### config.mk
export PLATFORM = sky130hd
export DESIGN_NAME = periodic_task_tick_scheduler_core
export DESIGN_NICKNAME = d
export VERILOG_FILES = /design/src/hw/rtl/ptts_pkg.sv /design/src/hw/rtl/ptts_cell.sv /design/src/hw/rtl/periodic_task_tick_scheduler_core.sv
export SDC_FILE = /design/constraint.sdc
export NUM_CORES = 2
export LEC_CHECK = 0
export BUFFER_PORTS_ARGS = -buffer_cell sky130_fd_sc_hd__buf_2
export CAP_MARGIN = 30
export CORE_ASPECT_RATIO = 0.5
export CORE_UTILIZATION = 50
export CTS_CLUSTER_DIAMETER = 30
export DETAILED_ROUTE_END_ITERATION = 16
export PLACE_DENSITY = 0.68
export SETUP_SLACK_MARGIN = 0.5
export SYNTH_ARGS = -nofsm -noshare
export SYNTH_HDL_FRONTEND = slang
export SYNTH_HIERARCHICAL = 1
export SYNTH_SLANG_ARGS = --single-unit
export TNS_END_PERCENT = 100
### constraint.sdc
create_clock -name clk -period 8.71 [get_ports clk]
set_clock_uncertainty 0.1 [all_clocks]
set_input_delay 1.742 -clock clk [delete_from_list [all_inputs] [get_ports clk]]
set_output_delay 1.742 -clock clk [all_outputs]
set_load 0.01 [all_outputs]
### src/hw/rtl/ptts_pkg.sv
`default_nettype none

package ptts_pkg;

  // field widths of one task slot
  localparam int ID_W    = 8;
  localparam int IVL_W   = 16;
  localparam int CMD_W   = 3;
  localparam int STAT_W  = 2;
  localparam int COUNT_W = 5;

  // most results a single dispatch may emit
  localparam int MAX_RESULTS = 16;
  localparam int SENT_W      = $clog2(MAX_RESULTS + 1);

  // command codes carried on the input tuser
  localparam logic [CMD_W-1:0] CMD_TICK         = 3'd0;
  localparam logic [CMD_W-1:0] CMD_INSTALL      = 3'd1;
  localparam logic [CMD_W-1:0] CMD_DELETE       = 3'd2;
  localparam logic [CMD_W-1:0] CMD_SET_INTERVAL = 3'd3;
  localparam logic [CMD_W-1:0] CMD_SET_READY    = 3'd4;
  localparam logic [CMD_W-1:0] CMD_DISPATCH     = 3'd5;

  // status codes
  localparam logic [STAT_W-1:0] STAT_OK        = 2'd0;
  localparam logic [STAT_W-1:0] STAT_FULL      = 2'd1;
  localparam logic [STAT_W-1:0] STAT_NOT_FOUND = 2'd2;

  // operation broadcast to every cell of the row
  typedef enum logic [3:0] {
    CELL_HOLD    = 4'd0,
    CELL_TICK    = 4'd1,
    CELL_INSTALL = 4'd2,
    CELL_DELETE  = 4'd3,
    CELL_SET_IVL = 4'd4,
    CELL_SET_RDY = 4'd5,
    CELL_SCAN    = 4'd6,
    CELL_COMPACT = 4'd7,
    CELL_ROTATE  = 4'd8
  } cell_op_t;

  // payload of one slot
  typedef struct packed {
    logic [ID_W-1:0]  id;
    logic [IVL_W-1:0] ivl;
    logic [IVL_W-1:0] cd;
  } slot_t;

  // control group from the sequencer to the cells
  typedef struct packed {
    cell_op_t         op;
    logic [ID_W-1:0]  id;
    logic [IVL_W-1:0] interval;
    logic             ready_value;
    logic             phase;
  } cell_ctrl_t;

endpackage

`default_nettype wire

### src/hw/rtl/ptts_cell.sv
`default_nettype none

module ptts_cell #(
  parameter int unsigned INDEX = 0,
  parameter int unsigned NUM   = 16
) (
  input  wire logic               clk,
  input  wire logic               rst,
  input  wire ptts_pkg::cell_ctrl_t ctrl,
  input  wire ptts_pkg::slot_t    right_slot,
  input  wire logic               right_rdy,
  input  wire logic               right_valid,
  input  wire logic               left_valid,
  input  wire logic               left_hit,
  output ptts_pkg::slot_t         slot,
  output logic                    rdy,
  output logic                    valid,
  output logic                    hit
);

  localparam logic PARITY    = 1'(INDEX % 2);
  localparam bit   IS_FIRST  = (INDEX == 0);
  localparam bit   HAS_RIGHT = (INDEX + 1 < NUM);

  logic match;
  logic install_here;
  logic pair_left;
  logic pair_right;
  logic take_right;
  logic give_left;

  // id compare and first free slot of the packed row
  assign match        = valid && (slot.id == ctrl.id);
  assign install_here = !valid && (IS_FIRST || left_valid);

  // odd-even compaction: a hole trades places with the valid slot on its right
  assign pair_left  = HAS_RIGHT && (ctrl.phase == PARITY);
  assign pair_right = !IS_FIRST && (ctrl.phase != PARITY);
  assign take_right = pair_left && !valid && right_valid;
  assign give_left  = pair_right && !left_valid && valid;

  // slot payload
  always_ff @(posedge clk) begin
    case (ctrl.op)
      ptts_pkg::CELL_TICK: begin
        if (valid && (slot.cd != '0)) begin
          if (slot.cd == ptts_pkg::IVL_W'(1)) begin
            slot.cd <= slot.ivl;
          end else begin
            slot.cd <= slot.cd - ptts_pkg::IVL_W'(1);
          end
        end
      end
      ptts_pkg::CELL_INSTALL: begin
        if (install_here) begin
          slot.id  <= ctrl.id;
          slot.ivl <= ctrl.interval;
          slot.cd  <= ctrl.interval;
        end
      end
      ptts_pkg::CELL_SET_IVL: begin
        if (match) begin
          slot.ivl <= ctrl.interval;
          slot.cd  <= ctrl.interval;
        end
      end
      ptts_pkg::CELL_COMPACT: begin
        if (take_right) begin
          slot <= right_slot;
        end
      end
      ptts_pkg::CELL_ROTATE: begin
        slot <= right_slot;
      end
      default: begin
      end
    endcase
  end

  // valid, ready and hit flags
  always_ff @(posedge clk) begin
    if (rst) begin
      valid <= 1'b0;
      rdy   <= 1'b0;
      hit   <= 1'b0;
    end else begin
      case (ctrl.op)
        ptts_pkg::CELL_TICK: begin
          if (valid && (slot.cd == ptts_pkg::IVL_W'(1))) begin
            rdy <= 1'b1;
          end
        end
        ptts_pkg::CELL_INSTALL: begin
          if (install_here) begin
            valid <= 1'b1;
            rdy   <= 1'b0;
          end
        end
        ptts_pkg::CELL_DELETE: begin
          hit <= match;
          if (match) begin
            valid <= 1'b0;
            rdy   <= 1'b0;
          end
        end
        ptts_pkg::CELL_SET_IVL: begin
          hit <= match;
        end
        ptts_pkg::CELL_SET_RDY: begin
          hit <= match;
          if (match) begin
            rdy <= ctrl.ready_value;
          end
        end
        ptts_pkg::CELL_SCAN: begin
          hit <= left_hit;
        end
        ptts_pkg::CELL_COMPACT: begin
          hit <= left_hit;
          if (take_right) begin
            valid <= 1'b1;
            rdy   <= right_rdy;
          end else if (give_left) begin
            valid <= 1'b0;
            rdy   <= 1'b0;
          end
        end
        ptts_pkg::CELL_ROTATE: begin
          valid <= right_valid;
          rdy   <= right_rdy;
        end
        default: begin
        end
      endcase
    end
  end

endmodule

`default_nettype wire

### src/hw/rtl/periodic_task_tick_scheduler_core.sv
// Periodic task tick scheduler.
// Input channel s_*: one command per transfer; s_tuser is the command code,
// s_tdata carries task id, interval and ready value. Output channel m_*: one
// result per command, or one per dispatched task for a dispatch, m_tlast on
// the final result of a command.
// The table is a row of TASK_SLOTS cells, slot k in cell k, kept packed.
// Tick updates every cell at once and install writes the first free cell;
// unused commands leave the table as it is; each then loads its result.
// Delete, set interval and set ready flag update the cells at once and then
// shift the per-cell match flags out of the row, one cell a cycle, to learn
// whether any slot matched; delete squeezes out the holes during the same
// shift by odd-even swaps between neighbors. Dispatch rotates the whole row
// once through cell 0, one slot a cycle, and emits ready ids in slot order.
// One command at a time; s_tready high while idle.
// When the receiver stalls the result waits in the output register and a
// dispatch walk pauses until it is taken.
// Reset empties the table (all cells invalid, no ready flags).
`default_nettype none

module periodic_task_tick_scheduler_core #(
  parameter int unsigned TASK_SLOTS = 16
) (
  input  wire logic        clk,
  input  wire logic        rst,
  input  wire logic        s_tvalid,
  output logic             s_tready,
  // task_id [7:0], interval [23:8], ready_value [24], zero [31:25]
  input  wire logic [31:0] s_tdata,
  // command [2:0]
  input  wire logic [2:0]  s_tuser,
  output logic             m_tvalid,
  input  wire logic        m_tready,
  // task_out [7:0], status [9:8], task_count [14:10], zero [15]
  output logic [15:0]      m_tdata,
  // dispatched [0]
  output logic [0:0]       m_tuser,
  output logic             m_tlast
);

  localparam int SW = (TASK_SLOTS > 1) ? $clog2(TASK_SLOTS) : 1;
  localparam int CW = $clog2(TASK_SLOTS + 1);
  localparam logic [SW-1:0] STEP_LAST = SW'(TASK_SLOTS - 1);
  localparam logic [CW-1:0] COUNT_FULL = CW'(TASK_SLOTS);
  localparam logic [ptts_pkg::SENT_W-1:0] SENT_MAX =
    ptts_pkg::SENT_W'(ptts_pkg::MAX_RESULTS);

  typedef enum logic [4:0] {
    S_IDLE   = 5'b00001,
    S_RESP   = 5'b00010,
    S_SCAN   = 5'b00100,
    S_ROTATE = 5'b01000,
    S_DFIN   = 5'b10000
  } state_t;

  state_t                           state, state_next;
  logic [CW-1:0]                    count, count_next;
  logic [SW-1:0]                    step, step_next;
  logic                             found, found_next;
  logic                             scan_del, scan_del_next;
  logic [ptts_pkg::STAT_W-1:0]      status, status_next;
  logic [ptts_pkg::SENT_W-1:0]      n_sent, n_sent_next;
  logic                             pend_valid, pend_valid_next;
  logic [ptts_pkg::ID_W-1:0]        pend_id, pend_id_next;

  logic                             out_valid;
  logic [ptts_pkg::ID_W-1:0]        out_id;
  logic                             out_disp;
  logic                             out_last;
  logic [ptts_pkg::STAT_W-1:0]      out_status;
  logic [CW-1:0]                    out_count;

  logic                             out_free;
  logic                             out_load;
  logic [ptts_pkg::ID_W-1:0]        load_id;
  logic                             load_disp;
  logic                             load_last;
  logic [ptts_pkg::STAT_W-1:0]      load_status;

  ptts_pkg::cell_ctrl_t             cell_ctrl;
  ptts_pkg::slot_t                  slots [TASK_SLOTS];
  logic [TASK_SLOTS-1:0]            valid_vec;
  logic [TASK_SLOTS-1:0]            rdy_vec;
  logic [TASK_SLOTS-1:0]            hit_vec;
  logic                             hit_out;
  logic                             cur_emit;
  logic                             head_rdy_back;

  // row of cells; cell 0 wraps back into the last cell during dispatch
  for (genvar g = 0; g < TASK_SLOTS; g++) begin : g_cell
    ptts_pkg::slot_t right_slot;
    logic            right_rdy;
    logic            right_valid;
    logic            left_valid;
    logic            left_hit;

    if (g == TASK_SLOTS - 1) begin : g_wrap
      assign right_slot  = slots[0];
      assign right_rdy   = head_rdy_back;
      assign right_valid = valid_vec[0];
    end else begin : g_next
      assign right_slot  = slots[g + 1];
      assign right_rdy   = rdy_vec[g + 1];
      assign right_valid = valid_vec[g + 1];
    end

    if (g == 0) begin : g_first
      assign left_valid = 1'b0;
      assign left_hit   = 1'b0;
    end else begin : g_prev
      assign left_valid = valid_vec[g - 1];
      assign left_hit   = hit_vec[g - 1];
    end

    ptts_cell #(
      .INDEX (g),
      .NUM   (TASK_SLOTS)
    ) u_cell (
      .clk         (clk),
      .rst         (rst),
      .ctrl        (cell_ctrl),
      .right_slot  (right_slot),
      .right_rdy   (right_rdy),
      .right_valid (right_valid),
      .left_valid  (left_valid),
      .left_hit    (left_hit),
      .slot        (slots[g]),
      .rdy         (rdy_vec[g]),
      .valid       (valid_vec[g]),
      .hit         (hit_vec[g])
    );
  end

  // head of the row seen by the sequencer
  assign hit_out       = hit_vec[TASK_SLOTS-1];
  assign cur_emit      = valid_vec[0] && rdy_vec[0] && (n_sent < SENT_MAX);
  assign head_rdy_back = rdy_vec[0] && !cur_emit;

  assign out_free = !out_valid || m_tready;
  assign s_tready = (state == S_IDLE);

  // sequencer
  always_comb begin
    state_next          = state;
    count_next          = count;
    step_next           = step;
    found_next          = found;
    scan_del_next       = scan_del;
    status_next         = status;
    n_sent_next         = n_sent;
    pend_valid_next     = pend_valid;
    pend_id_next        = pend_id;
    out_load            = 1'b0;
    load_id             = '0;
    load_disp           = 1'b0;
    load_last           = 1'b1;
    load_status         = ptts_pkg::STAT_OK;
    cell_ctrl.op          = ptts_pkg::CELL_HOLD;
    cell_ctrl.id          = s_tdata[7:0];
    cell_ctrl.interval    = s_tdata[23:8];
    cell_ctrl.ready_value = s_tdata[24];
    cell_ctrl.phase       = step[0];

    case (state)
      S_IDLE: begin
        if (s_tvalid) begin
          status_next = ptts_pkg::STAT_OK;
          found_next  = 1'b0;
          step_next   = '0;
          case (s_tuser)
            ptts_pkg::CMD_TICK: begin
              cell_ctrl.op = ptts_pkg::CELL_TICK;
              state_next   = S_RESP;
            end
            ptts_pkg::CMD_INSTALL: begin
              if (count == COUNT_FULL) begin
                status_next = ptts_pkg::STAT_FULL;
              end else begin
                cell_ctrl.op = ptts_pkg::CELL_INSTALL;
                count_next   = count + CW'(1);
              end
              state_next = S_RESP;
            end
            ptts_pkg::CMD_DELETE: begin
              cell_ctrl.op  = ptts_pkg::CELL_DELETE;
              scan_del_next = 1'b1;
              state_next    = S_SCAN;
            end
            ptts_pkg::CMD_SET_INTERVAL: begin
              cell_ctrl.op  = ptts_pkg::CELL_SET_IVL;
              scan_del_next = 1'b0;
              state_next    = S_SCAN;
            end
            ptts_pkg::CMD_SET_READY: begin
              cell_ctrl.op  = ptts_pkg::CELL_SET_RDY;
              scan_del_next = 1'b0;
              state_next    = S_SCAN;
            end
            ptts_pkg::CMD_DISPATCH: begin
              n_sent_next     = '0;
              pend_valid_next = 1'b0;
              state_next      = S_ROTATE;
            end
            default: begin
              state_next = S_RESP;
            end
          endcase
        end
      end

      S_RESP: begin
        if (out_free) begin
          out_load    = 1'b1;
          load_status = status;
          state_next  = S_IDLE;
        end
      end

      // match flags leave the row one cell a cycle; delete also compacts
      S_SCAN: begin
        cell_ctrl.op = scan_del ? ptts_pkg::CELL_COMPACT : ptts_pkg::CELL_SCAN;
        if (hit_out) begin
          found_next = 1'b1;
          if (scan_del) begin
            count_next = count - CW'(1);
          end
        end
        if (step == STEP_LAST) begin
          status_next = (found || hit_out) ? ptts_pkg::STAT_OK
                                           : ptts_pkg::STAT_NOT_FOUND;
          state_next  = S_RESP;
        end else begin
          step_next = step + SW'(1);
        end
      end

      // one slot passes cell 0 each cycle unless the output stalls; a found id
      // waits in pend until the next one shows whether it was the final result
      S_ROTATE: begin
        if (!(cur_emit && pend_valid && !out_free)) begin
          cell_ctrl.op = ptts_pkg::CELL_ROTATE;
          if (cur_emit) begin
            if (pend_valid) begin
              out_load  = 1'b1;
              load_id   = pend_id;
              load_disp = 1'b1;
              load_last = 1'b0;
            end
            pend_valid_next = 1'b1;
            pend_id_next    = slots[0].id;
            n_sent_next     = n_sent + ptts_pkg::SENT_W'(1);
          end
          if (step == STEP_LAST) begin
            state_next = S_DFIN;
          end else begin
            step_next = step + SW'(1);
          end
        end
      end

      S_DFIN: begin
        if (out_free) begin
          out_load        = 1'b1;
          load_id         = pend_valid ? pend_id : '0;
          load_disp       = pend_valid;
          pend_valid_next = 1'b0;
          state_next      = S_IDLE;
        end
      end

      default: begin
        state_next = S_IDLE;
      end
    endcase
  end

  // control registers
  always_ff @(posedge clk) begin
    if (rst) begin
      state      <= S_IDLE;
      count      <= '0;
      pend_valid <= 1'b0;
    end else begin
      state      <= state_next;
      count      <= count_next;
      pend_valid <= pend_valid_next;
    end
  end

  always_ff @(posedge clk) begin
    step     <= step_next;
    found    <= found_next;
    scan_del <= scan_del_next;
    status   <= status_next;
    n_sent   <= n_sent_next;
    pend_id  <= pend_id_next;
  end

  // output register
  always_ff @(posedge clk) begin
    if (rst) begin
      out_valid <= 1'b0;
    end else if (out_load) begin
      out_valid <= 1'b1;
    end else if (m_tready) begin
      out_valid <= 1'b0;
    end
  end

  always_ff @(posedge clk) begin
    if (out_load) begin
      out_id     <= load_id;
      out_disp   <= load_disp;
      out_last   <= load_last;
      out_status <= load_status;
      out_count  <= count_next;
    end
  end

  assign m_tvalid   = out_valid;
  assign m_tdata    = {1'b0, ptts_pkg::COUNT_W'(out_count), out_status, out_id};
  assign m_tuser[0] = out_disp;
  assign m_tlast    = out_last;

  // never more tasks than slots
  assert property (@(posedge clk) disable iff (rst) count <= COUNT_FULL)
    else $error("task count above table size");

  // between commands the installed count matches the occupied cells
  assert property (@(posedge clk) disable iff (rst)
    (state == S_IDLE) |-> ($countones(valid_vec) == int'(count)))
    else $error("installed count does not match occupied cells");

  // no held dispatch result is left over once idle
  assert property (@(posedge clk) disable iff (rst)
    (state == S_IDLE) |-> !pend_valid)
    else $error("dispatch result left pending");

  // a dispatch result always reports ok status
  assert property (@(posedge clk) disable iff (rst)
    (m_tvalid && m_tuser[0]) |-> (m_tdata[9:8] == ptts_pkg::STAT_OK))
    else $error("dispatch result with nonzero status");

endmodule

`default_nettype wire

# Word level (Yosys, flattened, before mapping)
# Index checks and enable logic that the tools add are counted.
# totals
input_bits	39
elab_cells	926
regBits	738
# op_classes
mux	358
order_cmp	1
n_bitwise	4
n_eq_ne	186
reduce_logical	246
addsub	20
# op_table
operator	n
40-bit two-way mux	31
16-bit case mux with 5 select lines	15
16-bit case mux with 4 select lines	16
16-bit two-way mux	32
32-bit two-way mux	16
8-bit case mux with 3 select lines	15
16-bit by 1-bit equality test with 1-bit output (second input constant)	16
16-bit nonzero test	16
16-bit by 1-bit subtractor with 16-bit output (second input constant)	16
2-bit by 1-bit inequality test with 1-bit output (second input constant)	113
1-bit two-way mux	142
8-bit equality test	16
4-bit AND reduction	31
6-bit AND reduction	17
1-bit logical AND	98
1-bit case mux with 6 select lines	16
5-bit AND reduction	17
5-bit two-way mux	14
3-bit AND reduction	22
1-bit case mux with 4 select lines	16
16-bit case mux with 3 select lines	1
3-bit by 1-bit inequality test with 1-bit output (second input constant)	14
1-bit case mux with 2 select lines	20
8-bit two-way mux	4
40 further kinds	101

# Longest topological paths before layout
# logic_depth
ltp_word	9
depth_mapped	14
depth_no_buf	11

# Modules after synthesis
# The synthesis kept the hierarchy.
# modules_own_cells
module	cells_per_inst	instances	area_each_um2	seq_area_each_um2
ptts_cell (g_cell[1].u_cell ...)	268	2	2889.0	1261.2
ptts_cell (g_cell[5].u_cell ...)	268	2	2870.3	1261.2
ptts_cell (g_cell[11].u_cell ...)	264	2	2857.7	1261.2
ptts_cell (g_cell[10].u_cell ...)	257	2	2821.5	1261.2
ptts_cell (g_cell[6].u_cell ...)	257	2	2816.5	1261.2
ptts_cell (g_cell[2].u_cell)	271	1	2906.5	1261.2
ptts_cell (g_cell[4].u_cell)	257	1	2840.2	1261.2
ptts_cell (g_cell[14].u_cell)	256	1	2808.9	1261.2
ptts_cell (g_cell[9].u_cell)	263	1	2803.9	1261.2
ptts_cell (g_cell[0].u_cell)	247	1	2768.9	1261.2
ptts_cell (g_cell[15].u_cell)	308	1	2755.1	1261.2
periodic_task_tick_scheduler_core	210	1	2364.8	1381.3

# Worst setup path after synthesis
# OpenSTA, ideal clock, no wires.
# synth_path
kind	input-to-reg
startpoint	input port s_tvalid
endpoint	register g_cell[0].u_cell/slot[0] (netlist bit) (enable)
cell_stages	9
slack_ps	152
n_path_buf	1
t_arrival_ps	8044
path_cell_list	and2_1 nand2_1 o31ai_1 buf_2 inv_1 nor2_1 a211o_1 a31oi_1 a211oi_1
# synth_rtl
element	line_no	source
start: declaration	periodic_task_tick_scheduler_core.sv:25	input wire logic s_tvalid,
end signal: assignment	ptts_cell.sv:69	slot <= right_slot;
end signal: assignment	ptts_cell.sv:73	slot <= right_slot;
end: declaration	ptts_cell.sv:15	output ptts_pkg::slot_t slot,

==> run metrics <==
clock-pin slew on the worst setup and hold paths 50 ps; Distinct cells, synth 112; Top FF cell, synth sky130_fd_sc_hd__edfxtp_1; number of buffers on the longest clock path 3; core area 93,800 um2; setup repair after global routing missed its margin false; clock sinks 738; Yosys top cell area share 42.6%; clock latency on the worst-skew pair 740 ps; DRC marker count from the first detailed-route iteration 5,167; leading area contributor after synthesis sky130_fd_sc_hd__edfxtp_1; crit-path max FO 41; final critical path time including I/O delays and setup 5500 ps; MaxCap Viol Count 0; most instantiated cells after synthesis 678 x sky130_fd_sc_hd__edfxtp_1, 324 x sky130_fd_sc_hd__mux2_2, 311 x sky130_fd_sc_hd__nor2_1; Yosys warning total 6; Hold-fix buffers, CTS 0; wire length of the first global-routing pass 213 mm; pin count of the biggest net entering global routing 108; final hold violation count 0; min-delay worst type reg -> reg; count of standard-cell rows 79; critical path required time 9200 ps; mean instance size in the synthesized netlist 10.8 um2; portion of the clock cycle consumed by the worst path in the final layout 63.2%; total power divided by cell area 270 nW/um2; via count of the first global-routing pass 35,413; CP Class in -> reg; number of design rule violations left after detail routing 0; Max Slew Vio Count 0; outcome complete, no violations; width of the chip 439 um; setup violation total in the final timing report 0; TritonCTS clock tree yes; Mapped Cells 4,440; final net count 4,537; PnR Total Power 14.5 mW; growth of design area from synthesis to finish 12.4%; GPL Wtd Cong 0.940; via count 38,483; cell area after synthesis 47,800 um2; IO Port Bufs 50; number of cells upsized or downsized after cts 0; largest voltage drop on the vdd net 0.183 mV; ANT nets after route 0; number of enable-type register cells in the synthesized netlist 678; number of post-CTS setup repair buffers 0; total global routing track utilization 28.4%; die footprint 96,800 um2; initial core utilization 50.9%; Worst Max-Slew Pin Slew 1070 ps; Detailed Route WL 141 mm; number of buffers added by the clock tree synthesis step 120; fmax 182 MHz; post-detailed-route wirelength per cell 24.3 um; Filler Cells Inserted 7,701; fraction of synthesis flops using an asynchronous set or reset pin 0%; CTS HTree Levels 3; category of the worst setup path launch point input pin; Clock Tree Root sky130_fd_sc_hd__clkbuf_16; worst slack after detailed placement 2590 ps; antenna violations before repair 6; proportion of layout cells with a drive suffix above 1 19.2%; crit path capture type flip-flop; IO Count 59; Vias per Instance 6.61; biggest area contributors in the synthesized netlist sky130_fd_sc_hd__edfxtp_1 43%, sky130_fd_sc_hd__mux2_2 7.6%, sky130_fd_sc_hd__xnor2_1 4.2%; detailed-routing iteration count for the pre-antenna-repair pass 6; sequential share of the synthesized area 45.1%; GRT Residual Overflow 0; leak pwr 17.4 nW; post-detailed-placement half-perimeter wirelength 93.9 mm; Die Y-Extent 221 um; leading cell type by number of instances after synthesis sky130_fd_sc_hd__edfxtp_1; setup TNS 0 ps; final setup margin 3210 ps; count of state elements after synthesis 738; worst slew margin relative to its limit 28.7%; CP Data Arrival Time 5990 ps
[logic make-up (layout without fill, tap and decap cells)]
kind of cell / after synthesis / after routing / synth area share [%]
buf+inv: 371 / 491 / 3.63
flops: 738 / 738 / 45.1
mux: 442 / 442 / 10.3
simple gates: 1402 / 1402 / 17.0
compound gates: 1138 / 1138 / 17.2
fa+ha+maj: 42 / 42 / 1.10
other cells: 1 / 5 / 0.00785
xor+xnor: 306 / 306 / 5.61
[metal layers]
| metal | GRT usage [%] | wire length, um | vias to the layer above |
|---|---|---|---|
| li1 | - | - | 17442 |
| met5 | 0 | 0 | - |
| met4 | 9.54 | 3850 | 0 |
| met1 | 42.1 | 63100 | 18645 |
| met3 | 5.78 | 15000 | 233 |
| met2 | 41.0 | 59500 | 2163 |
[power breakdown]
group          internal, mW  switching (mW)
clock network          3.04            1.96
registers              4.94           0.889
logic                  1.48            2.17
[state kept, by name, summed over array words and instances, names as in the netlist, 4 cells and up]
register and flops:
count 5, n_sent 5, pend_id 8, out_id 8, state 5, g_cell.u_cell/valid 16, g_cell.u_cell/slot 640, step 4
out_count 5, g_cell.u_cell/hit 16, g_cell.u_cell/rdy 16
[placed cells by master (no fill, tap or decap), types with 22 or more instances in the layout]
cell                        instances
sky130_fd_sc_hd__edfxtp_1         678
sky130_fd_sc_hd__mux2_2           324
sky130_fd_sc_hd__nor2_1           310
sky130_fd_sc_hd__nand2_1          242
sky130_fd_sc_hd__xnor2_1          228
sky130_fd_sc_hd__a22oi_1          173
sky130_fd_sc_hd__o21ai_0          146
sky130_fd_sc_hd__a21oi_1          127
sky130_fd_sc_hd__a211oi_1         122
sky130_fd_sc_hd__clkbuf_16        120
sky130_fd_sc_hd__nor3_1           119
sky130_fd_sc_hd__inv_1            107
sky130_fd_sc_hd__nand3_1          105
sky130_fd_sc_hd__a221o_1          101
sky130_fd_sc_hd__o21ai_1           97
sky130_fd_sc_hd__xor2_1            78
sky130_fd_sc_hd__buf_4             71
sky130_fd_sc_hd__nor2b_1           70
sky130_fd_sc_hd__nor4_1            67
sky130_fd_sc_hd__mux2i_1           65
sky130_fd_sc_hd__dfxtp_1           60
sky130_fd_sc_hd__buf_2             59
sky130_fd_sc_hd__o31ai_1           55
sky130_fd_sc_hd__mux2_1            53
sky130_fd_sc_hd__nand2b_1          49
sky130_fd_sc_hd__nand4_1           46
sky130_fd_sc_hd__ha_1              42
sky130_fd_sc_hd__or3_1             38
sky130_fd_sc_hd__o21a_1            33
sky130_fd_sc_hd__or4_1             31
sky130_fd_sc_hd__nor3b_1           29
sky130_fd_sc_hd__nand3b_1          27
sky130_fd_sc_hd__and2_1            25
sky130_fd_sc_hd__nor4_2            25
sky130_fd_sc_hd__o211ai_1          24
sky130_fd_sc_hd__o31a_1            22
[through the flow]
step	instances	hold WS (ps)	util, %	instance area, um2
after floorplan	4441	334	-	47800
after global placement	5552	373	52.2	49000
after detailed placement	5577	373	52.5	49200
after CTS	5804	387	57.0	53400
after global routing	5819	405	57.2	53700
final	5819	390	57.2	53700
[worst max-delay path, stage by stage]
cell and delay [ps]:
sky130_fd_sc_hd__buf_2 140, sky130_fd_sc_hd__and2_1 220, sky130_fd_sc_hd__nand2_1 200, sky130_fd_sc_hd__o21ai_4 800, sky130_fd_sc_hd__buf_4 420, sky130_fd_sc_hd__buf_4 380
sky130_fd_sc_hd__or4b_1 360, sky130_fd_sc_hd__nand2_2 590, sky130_fd_sc_hd__or2_2 680, sky130_fd_sc_hd__a211oi_1 240, sky130_fd_sc_hd__a221o_1 160
[cell type report]
type	count	area [um2]	area share, %
Multi-Input combinational cell	3332	24600	45.9
Sequential cell	738	21600	40.2
Clock buffer	128	3030	5.65
Tap cell	1255	1570	2.92
Timing Repair Buffer	157	1310	2.43
Clock inverter	99	1190	2.23
Inverter	107	402	0.748
Antenna cell	3	7.51	0.0140
[final timing paths]
check,slack (ps),startpoint,cells after the start,end
setup / recovery,3210,s_tvalid,11,g_cell[10].u_cell/slot[12]
hold reg to reg,390,g_cell[14].u_cell/rdy,2,g_cell[14].u_cell/rdy
hold / removal,390,g_cell[14].u_cell/rdy,2,g_cell[14].u_cell/rdy
setup reg to reg,3290,state[2],10,g_cell[10].u_cell/slot[12]
Power figures use the tool's default switching activity.
